File: src/sv/cdfis_pkg.sv
// ----------------------------------------------------------------------------
// cdfis_pkg
// shared widths, codes and controller/datapath interface types
// ----------------------------------------------------------------------------
package cdfis_pkg;

	localparam int MAX_BINS   = 1024;
	localparam int VALUE_BITS = 24;
	localparam int IDX_W      = 11;
	localparam int BIN_W      = 10;
	localparam int FRAC_W     = 16;
	localparam int DENS_W     = 34;
	localparam int OP_W       = 2;
	localparam int IN_DATA_W  = 64;
	localparam int OUT_DATA_W = 112;
	localparam int DIV_CNT_W  = 4;

	// input operation codes
	localparam logic [OP_W-1:0] OP_LOAD  = 2'd0;
	localparam logic [OP_W-1:0] OP_CONT  = 2'd1;
	localparam logic [OP_W-1:0] OP_DISC  = 2'd2;
	localparam logic [OP_W-1:0] OP_QUERY = 2'd3;

	// table read address selects
	localparam logic [1:0] RD_TOTAL = 2'd0;
	localparam logic [1:0] RD_PROBE = 2'd1;
	localparam logic [1:0] RD_LO    = 2'd2;
	localparam logic [1:0] RD_HI    = 2'd3;

	typedef struct packed {
		logic       capture;
		logic       mem_we;
		logic       search_init;
		logic       search_step;
		logic       bin_from_search;
		logic       bin_from_index;
		logic       rd_en;
		logic [1:0] rd_sel;
		logic       total_chk;
		logic       lo_cap;
		logic       hi_cap;
		logic       wid_calc;
		logic       mul_div_init;
		logic       div_step;
		logic       out_load;
	} ctrl_cmd_t;

	typedef struct packed {
		logic            count_zero;
		logic            total_zero;
		logic            div_last;
		logic [OP_W-1:0] op;
	} dp_status_t;

endpackage

File: src/sv/cdfis_ctrl.sv
// ----------------------------------------------------------------------------
// cdfis_ctrl
// sequencer for load, search, width lookup, multiply and divide steps
// ----------------------------------------------------------------------------
module cdfis_ctrl import cdfis_pkg::*; (
	input  logic            clk,
	input  logic            arst_n,
	input  logic            s_tvalid,
	output logic            s_tready,
	input  logic [OP_W-1:0] in_op,
	output logic            m_tvalid,
	input  logic            m_tready,
	input  dp_status_t      status,
	output ctrl_cmd_t       cmd
);

	localparam logic [3:0] S_IDLE    = 4'd0;
	localparam logic [3:0] S_TOT_RD  = 4'd1;
	localparam logic [3:0] S_TOT_CHK = 4'd2;
	localparam logic [3:0] S_PROBE   = 4'd3;
	localparam logic [3:0] S_CMP     = 4'd4;
	localparam logic [3:0] S_LO_RD   = 4'd5;
	localparam logic [3:0] S_HI_RD   = 4'd6;
	localparam logic [3:0] S_HI_CAP  = 4'd7;
	localparam logic [3:0] S_WID     = 4'd8;
	localparam logic [3:0] S_MUL     = 4'd9;
	localparam logic [3:0] S_DIV     = 4'd10;
	localparam logic [3:0] S_DONE    = 4'd11;

	logic [3:0] state_q;
	logic [3:0] state_d;
	logic       out_valid_q;
	logic       accept;

	assign s_tready = (state_q == S_IDLE);
	assign accept   = s_tvalid && s_tready;
	assign m_tvalid = out_valid_q;

	always_comb begin
		cmd     = '0;
		state_d = state_q;
		case (state_q)
			S_IDLE: begin
				if (accept) begin
					cmd.capture     = 1'b1;
					cmd.search_init = 1'b1;
					case (in_op)
						OP_LOAD: begin
							cmd.mem_we = 1'b1;
							state_d    = S_DONE;
						end
						OP_CONT: state_d = S_PROBE;
						OP_DISC: state_d = S_TOT_RD;
						default: begin
							cmd.bin_from_index = 1'b1;
							state_d            = S_LO_RD;
						end
					endcase
				end
			end
			S_TOT_RD: begin
				cmd.rd_en  = 1'b1;
				cmd.rd_sel = RD_TOTAL;
				state_d    = S_TOT_CHK;
			end
			S_TOT_CHK: begin
				cmd.total_chk = 1'b1;
				state_d       = status.total_zero ? S_DONE : S_PROBE;
			end
			S_PROBE: begin
				if (status.count_zero) begin
					cmd.bin_from_search = 1'b1;
					state_d             = S_LO_RD;
				end else begin
					cmd.rd_en  = 1'b1;
					cmd.rd_sel = RD_PROBE;
					state_d    = S_CMP;
				end
			end
			S_CMP: begin
				cmd.search_step = 1'b1;
				state_d         = S_PROBE;
			end
			S_LO_RD: begin
				cmd.rd_en  = 1'b1;
				cmd.rd_sel = RD_LO;
				state_d    = S_HI_RD;
			end
			S_HI_RD: begin
				cmd.rd_en  = 1'b1;
				cmd.rd_sel = RD_HI;
				cmd.lo_cap = 1'b1;
				state_d    = S_HI_CAP;
			end
			S_HI_CAP: begin
				cmd.hi_cap = 1'b1;
				state_d    = S_WID;
			end
			S_WID: begin
				cmd.wid_calc = 1'b1;
				state_d      = S_MUL;
			end
			S_MUL: begin
				cmd.mul_div_init = 1'b1;
				state_d          = (status.op == OP_CONT) ? S_DIV : S_DONE;
			end
			S_DIV: begin
				cmd.div_step = 1'b1;
				if (status.div_last) begin
					state_d = S_DONE;
				end
			end
			S_DONE: begin
				if (!out_valid_q || m_tready) begin
					cmd.out_load = 1'b1;
					state_d      = S_IDLE;
				end
			end
			default: state_d = S_IDLE;
		endcase
	end

	always_ff @(posedge clk or negedge arst_n) begin
		if (!arst_n) begin
			state_q     <= S_IDLE;
			out_valid_q <= 1'b0;
		end else begin
			state_q <= state_d;
			if (cmd.out_load) begin
				out_valid_q <= 1'b1;
			end else if (m_tready) begin
				out_valid_q <= 1'b0;
			end
		end
	end

`ifndef NO_ASSERTIONS
	a_cmp_after_probe: assert property (@(posedge clk) disable iff (!arst_n)
		state_q == S_CMP |-> $past(state_q) == S_PROBE)
		else $error("compare step without a preceding probe read");

	a_load_to_done: assert property (@(posedge clk) disable iff (!arst_n)
		accept && in_op == OP_LOAD |=> state_q == S_DONE)
		else $error("load transaction did not go straight to result");

	a_div_runs: assert property (@(posedge clk) disable iff (!arst_n)
		state_q == S_DIV && !status.div_last |=> state_q == S_DIV)
		else $error("divider left before its last step");

	a_no_overwrite: assert property (@(posedge clk) disable iff (!arst_n)
		cmd.out_load |-> !out_valid_q || m_tready)
		else $error("result register overwritten before it was taken");
`endif

endmodule

File: config.mk
export PLATFORM = sky130hd
export DESIGN_NAME = cdfis_ctrl
export DESIGN_NICKNAME = d
export VERILOG_FILES = /design/src/sv/cdfis_pkg.sv /design/src/sv/cdfis_ctrl.sv
export SDC_FILE = /design/constraint.sdc
export NUM_CORES = 1
export LEC_CHECK = 0
export ABC_AREA = 1
export BUFFER_PORTS_ARGS = -buffer_cell sky130_fd_sc_hd__buf_2
export CORE_AREA = 5 5 42 44
export DETAILED_ROUTE_END_ITERATION = 12
export DIE_AREA = 0 0 47 49
export PLACE_DENSITY_LB_ADDON = 0.1
export RECOVER_POWER = 25
export SYNTH_ARGS = -nofsm -noshare
export SYNTH_HDL_FRONTEND = slang
export SYNTH_SLANG_ARGS = --single-unit
File: constraint.sdc
create_clock -name clk -period 3.35 [get_ports clk]
set_input_delay 0.67 -clock clk [delete_from_list [all_inputs] [get_ports clk]]
set_output_delay 0.67 -clock clk [all_outputs]
set_load 0.05 [all_outputs]
==> run metrics, run 1 <==
root buf cell clkbuf_4; RSZ-0062 raised after global routing false; final wirelength 1.32 mm; RR Endpoint state_q[0]; n_diodes 0; Mean Syn Cell Area 5.30 µm²; synthesis warning total 0; Area Overhead vs Synth 37.3%; HPWL after DPL 1.13 mm; Hold Path Class input pin to async pin; Max Cap Viol 0; postcts setup bufs 0; worst vdd ir 0.483 mV; Setup Skew 1.13 ps; Setup crit end kind primary output; Rel. slew slack 0.746; cell taking the most area after synthesis dfrtp_1; CP arrival 1560 ps; chip height 49 µm; worst skew pair latency 240 ps; Port Buffers 28; CP most frequent cell nor2_1; Reg power frac 0.162; # DRC 0; Total GRT Usage 0.130; Fmax 0.448 GHz; largest net degree at the start of global routing 8; Vias/cell 4.54; clock sinks 5; Final Wtd Congestion 0.754; commonest non-fill, non-tap cell in the layout buf_2; Hold Vio Cnt, Final 0; minimum clock period 2230 ps; sequential fraction of the synthesis area 0.262; #FFs+latches synth 5; fin nets 133; Initial Utilization 0.340; fillcell total 175; length in cells of the worst reg-to-reg path 6; RR Startpoint state_q[1]; CTS Buffer Depth 2; clock group share of total power 0.094; Comb pwr share 0.745; 1st-pass router iterations 4; Worst-path clk slew 40 ps; worst setup path category flop to primary output; status finished, final reports clean; # resized after CTS 0; Wirelength per Cell 9.64 µm; Hold-fix buffers, CTS 0; gr ovfl total 0; Mapped Area 477 µm²; Final ANT Viol Nets 0; Sw Ratio 0.648; Critical Path RT 2680 ps; Synth Instances 90; initial antenna violation count 0; reg-to-reg slack, setup 2080 ps; layout cell share with drive strength beyond 1 0.256; cts bufs inserted 3; switching power total 474 µW; dpl ws 1320 ps; Core ar. 1400 µm²; P_int 258 µW; setup tns final 0 ps; CP Cell Sequence nor2_1 -> nand4_1 -> nor2_1 -> buf_2; final setup fails 0; commonest cells after routing, fill and taps aside buf_2, nor2_1, nand2_1; crit-path max FO 6; worst slew pin tran 379 ps; Crit path largest cell delay 400 ps; post-synth cell types 11; Worst setup SP type flop; Leak 0.466 nW; CP max-delay cell dfrtp_1; final worst-path cycle share 0.666; die area 2300 µm²; Mapped Nets 101; Top Ports 29; Setup WS post-layout 1120 ps; Slew Limit Fails 0; first-pass GRT wire length 2.25 mm; Rows 14; pwr dens 1120 nW/µm²; Area contributors post-synth dfrtp_1, nor2_1, nand2_1, inv_1, nand3_1; CTS tree yes; Via Count 622; post-synth top area share 0.262; chip width 47 µm; drt initial violations 13; number of global-route vias before repair 569; H-tree depth 1
## cells in the mapped netlist
| master | number |
|---|---|
| nand4_1 | 2 |
| nand2_1 | 24 |
| nor2_1 | 25 |
| nand3_2 | 1 |
| o211ai_1 | 1 |
| buf_4 | 1 |
| dfrtp_1 | 5 |
| inv_1 | 20 |
| nor3_1 | 2 |
| o21ai_0 | 3 |
| nand3_1 | 6 |
## metrics by stage
step	utilization	hold WS (ps)	area (µm²)	power (mW)	std cells
2_1_floorplan	-	374	477	0.550	90
3_3_place_gp	0.449	488	629	0.667	133
3_5_place_dp	0.449	487	629	0.668	133
4_1_cts	0.468	228	656	0.741	137
5_1_grt	0.467	284	654	0.803	137
6_report	0.467	273	654	0.732	137
## sequential cells by signal (all words and copies together) (netlist names)
signal / count
m_tvalid: 1
state_q: 4
## cell families after synthesis
kind of cell | after synthesis | synth area share
flip-flops | 5 | 0.262
AO/OA/AOI/OAI | 4 | 0.0472
AND/OR/NAND/NOR | 60 | 0.517
buffers and inverters | 21 | 0.173
## cell type report
type | instances | area, µm² | area share
inverter | 20 | 75.1 | 0.115
sequential | 5 | 125 | 0.191
clock buffer | 4 | 26.3 | 0.0402
multi-input combinational | 64 | 269 | 0.411
timing repair buffer | 28 | 139 | 0.212
tap | 16 | 20.0 | 0.0306
## how the worst max path moves through the flow
stage,startpoint,end,slack (ps),cells past startpoint
2_1_floorplan,state_q[0],cmd[15],280,6
3_3_place_gp,in_op[1],cmd[14],1340,5
3_5_place_dp,in_op[1],cmd[14],1320,5
4_1_cts,state_q[1],cmd[10],1110,4
5_1_grt,state_q[3],cmd[10],980,4
6_report,state_q[3],cmd[10],1120,4
## metal layers
| metal | up-vias | global-route usage | wire [µm] |
|---|---|---|---|
| met2 | 20 | 0.206 | 633 |
| met1 | 271 | 0.172 | 576 |
| met5 | - | 0 | 0 |
| li1 | 331 | - | - |
| met3 | 0 | 0.0221 | 111 |
| met4 | 0 | 0.0415 | 0 |
## critical path: cells and delay by family, from the launching register on
family	cells	cell delay, ps
AND/OR/NAND/NOR	3	650
buffers and inverters	1	270
flip-flops	1	400
## power groups by stage
stage               Sequential, mW  Combinational [mW]  Clock [mW]
finish                       0.118               0.545      0.0685
global route                 0.124               0.602      0.0776
CTS                          0.117               0.551      0.0724
detailed placement           0.118               0.550           0
global placement             0.118               0.550           0
floorplan                    0.131               0.419           0
Note: power is estimated with default switching activity, not from simulation.
==> inputs of run 2 (changes only) <==
--- a/config.mk
+++ b/config.mk
@@ -5,11 +5,11 @@
 export SDC_FILE = /design/constraint.sdc
 export NUM_CORES = 1
 export LEC_CHECK = 0
-export ABC_AREA = 1
+export ABC_AREA = 0
 export BUFFER_PORTS_ARGS = -buffer_cell sky130_fd_sc_hd__buf_2
-export CORE_AREA = 5 5 42 44
+export CORE_MARGIN = 5
+export CORE_UTILIZATION = 38
 export DETAILED_ROUTE_END_ITERATION = 12
-export DIE_AREA = 0 0 47 49
 export PLACE_DENSITY_LB_ADDON = 0.1
 export RECOVER_POWER = 25
 export SYNTH_ARGS = -nofsm -noshare
==> constraint.sdc (replaced) <==
create_clock -name clk -period 1.8 [get_ports clk]
set_input_delay 0.36 -clock clk [delete_from_list [all_inputs] [get_ports clk]]
set_output_delay 0.36 -clock clk [all_outputs]
set_load 0.05 [all_outputs]
==> run metrics, run 2 <==
Critical Path RT 1440 ps; worst setup path category flop to primary output; register area 128 µm²; cell taking the most area after synthesis dfrtp_1; initial antenna violation count 0; Biggest register state_q; CP max-delay cell dfrtp_2; cts bufs inserted 3; commonest cells after routing, fill and taps aside buf_2, buf_4, nor2_1, buf_6, a21oi_1; minimum clock period 1870 ps; reg-to-reg slack, setup 300 ps; H-tree depth 1; clock sinks 5; #FFs+latches synth 5; mux contribution to synthesized area 0; die area 2220 µm²; CP arrival 1510 ps; Post-Synth Adder-Cell Area 0; number of global-route vias before repair 565; footprint of the multi-input gates 449 µm²; Port Buffers 28; sequential fraction of the synthesis area 0.239; root buf cell clkbuf_4; Rel. slew slack 0.722; dpl ws 93.6 ps; pwr dens 2070 nW/µm²; Via Count 642; length in cells of the worst reg-to-reg path 5; Mapped Area 523 µm²; first-pass GRT wire length 2.53 mm; post-synth cell types 28; 1st-pass router iterations 4; Core ar. 1300 µm²; Top Ports 29; Worst setup SP type flop; Hold Worst Slack 452 ps; RSZ-0062 raised after global routing true; fin nets 117; Async SR Flop Fraction 1.00; CP Cell Sequence nor4_4 -> nand2_2 -> clkinvlp_4 -> and3_4 -> buf_8; RR Endpoint state_q[0]; worst skew pair latency 250 ps; Leak 0.418 nW; Total GRT Usage 0.168; Mapped Nets 81; Synth Area in Compound Gates 0.251; Area contributors post-synth dfrtp_1, nor2_1, nand2b_1, a21oi_1, nor3_1; Fmax 0.534 GHz; Wirelength per Cell 13.2 µm; chip width 47.1 µm; n_diodes 0; Worst-path clk slew 40 ps; Synth Instances 70; worst vdd ir 1.07 mV; Mean Syn Cell Area 7.47 µm²; post-synth top area share 0.239; crit path to cmd[10]; synthesis warning total 0; violated checks negative setup slack; simple-gate area share of the yosys netlist 0.407; top-count cell post-synth nor2_1; Hold Path Class input pin to flop; Initial Utilization 0.402; crit-path max FO 3; Setup crit end kind primary output; Final Core Density 0.712; status complete, but fails checks; final worst-path cycle share 1.04; max reg flops 4; final wirelength 1.59 mm; chip height 47.1 µm; # DRC 0; Crit path largest cell delay 410 ps; HPWL after DPL 1.15 mm; largest net degree at the start of global routing 16; commonest non-fill, non-tap cell in the layout buf_2; Final ANT Viol Nets 0; predominant post-synthesis flop cell dfrtp_1; Power Total 1.92 mW; gr ovfl total 0; largest family of logic cells by synthesized area simple AND/OR/NAND/NOR gates; fillcell total 105; Setup WS post-layout -74.1 ps; worst slew pin tran 414 ps; Rows 13; RR Startpoint state_q[0]; Slew Limit Fails 0; Area Overhead vs Synth 77.0%; drt initial violations 13; Post-synth top cells nor2_1, a21oi_1, nand2b_1, nor3_1, dfrtp_1; Final Wtd Congestion 0.743; xor/xnor cell area share of the yosys netlist 0.0167; Vias/cell 5.35; Setup Skew 4.48 ps; Max Cap Viol 0; Worst Setup SP state_q[0]; final setup fails 2; CTS tree yes; postcts setup bufs 0; CTS Buffer Depth 2; number of synthesized flops with an enable pin 0; layout cell share with drive strength beyond 1 0.600; Hold Vio Cnt, Final 0
==> run 2: critical path: cells and delay by family, from the launching register on <==
kind                   cells  cell delay, ps
and+or+nand+nor            3             620
buffers and inverters      2             240
DFF                        1             410
==> run 2: where the power goes <==
part	total, mW	internal (mW)	switching [mW]
logic	1.56	0.586	0.972
registers	0.224	0.170	0.0534
clock network	0.133	0.0840	0.0492
==> run 2: through the flow <==
step	cells	cell area, µm²	TNS, ps
finish	120	926	-132
global route	120	926	-544
CTS	120	893	-154
detailed placement	115	796	0
global placement	115	796	0
floorplan	70	602	-1480
==> run 2: final cells by class <==
class / instances / share of cell area
multi-input combinational: 56 / 0.485
timing repair buffer: 36 / 0.305
sequential: 5 / 0.138
clock buffer: 4 / 0.0284
tap: 15 / 0.0203
inverter: 4 / 0.0230
==> run 2: kinds of logic (layout without fill, tap and decap cells) <==
kind of cell	after synthesis	count (layout)
flip-flops	5	5
buffers and inverters	9	44
AO/OA/AOI/OAI	19	19
XOR/XNOR	1	1
AND/OR/NAND/NOR	36	36
==> run 2: timing repair <==
action,4_1_cts,5_1_grt
gates resized for setup,22,11
hold buffers,1,0
setup endpoints to repair,16,15
endpoints found under the hold margin,5,0
==> run 2: worst min path at each step <==
| stage | from | to | slack, ps | depth (start not counted) |
|---|---|---|---|---|
| final | m_tready | m_tvalid | 450 | 3 |
| after global routing | status[2] | state_q[3] | 480 | 4 |
| after CTS | status[2] | state_q[3] | 440 | 4 |
| after detailed placement | arst_n | m_tvalid | 180 | 1 |
| after global placement | arst_n | m_tvalid | 180 | 1 |
| after floorplan | arst_n | m_tvalid | 60 | 0 |
==> run 2: metal layers <==
metal | share of wire | GRT usage
met1 | 0.36 | 0.197
met2 | 0.53 | 0.276
met3 | 0.093 | 0.0498
met4 | 0.021 | 0.0829
met5 | 0 | 0
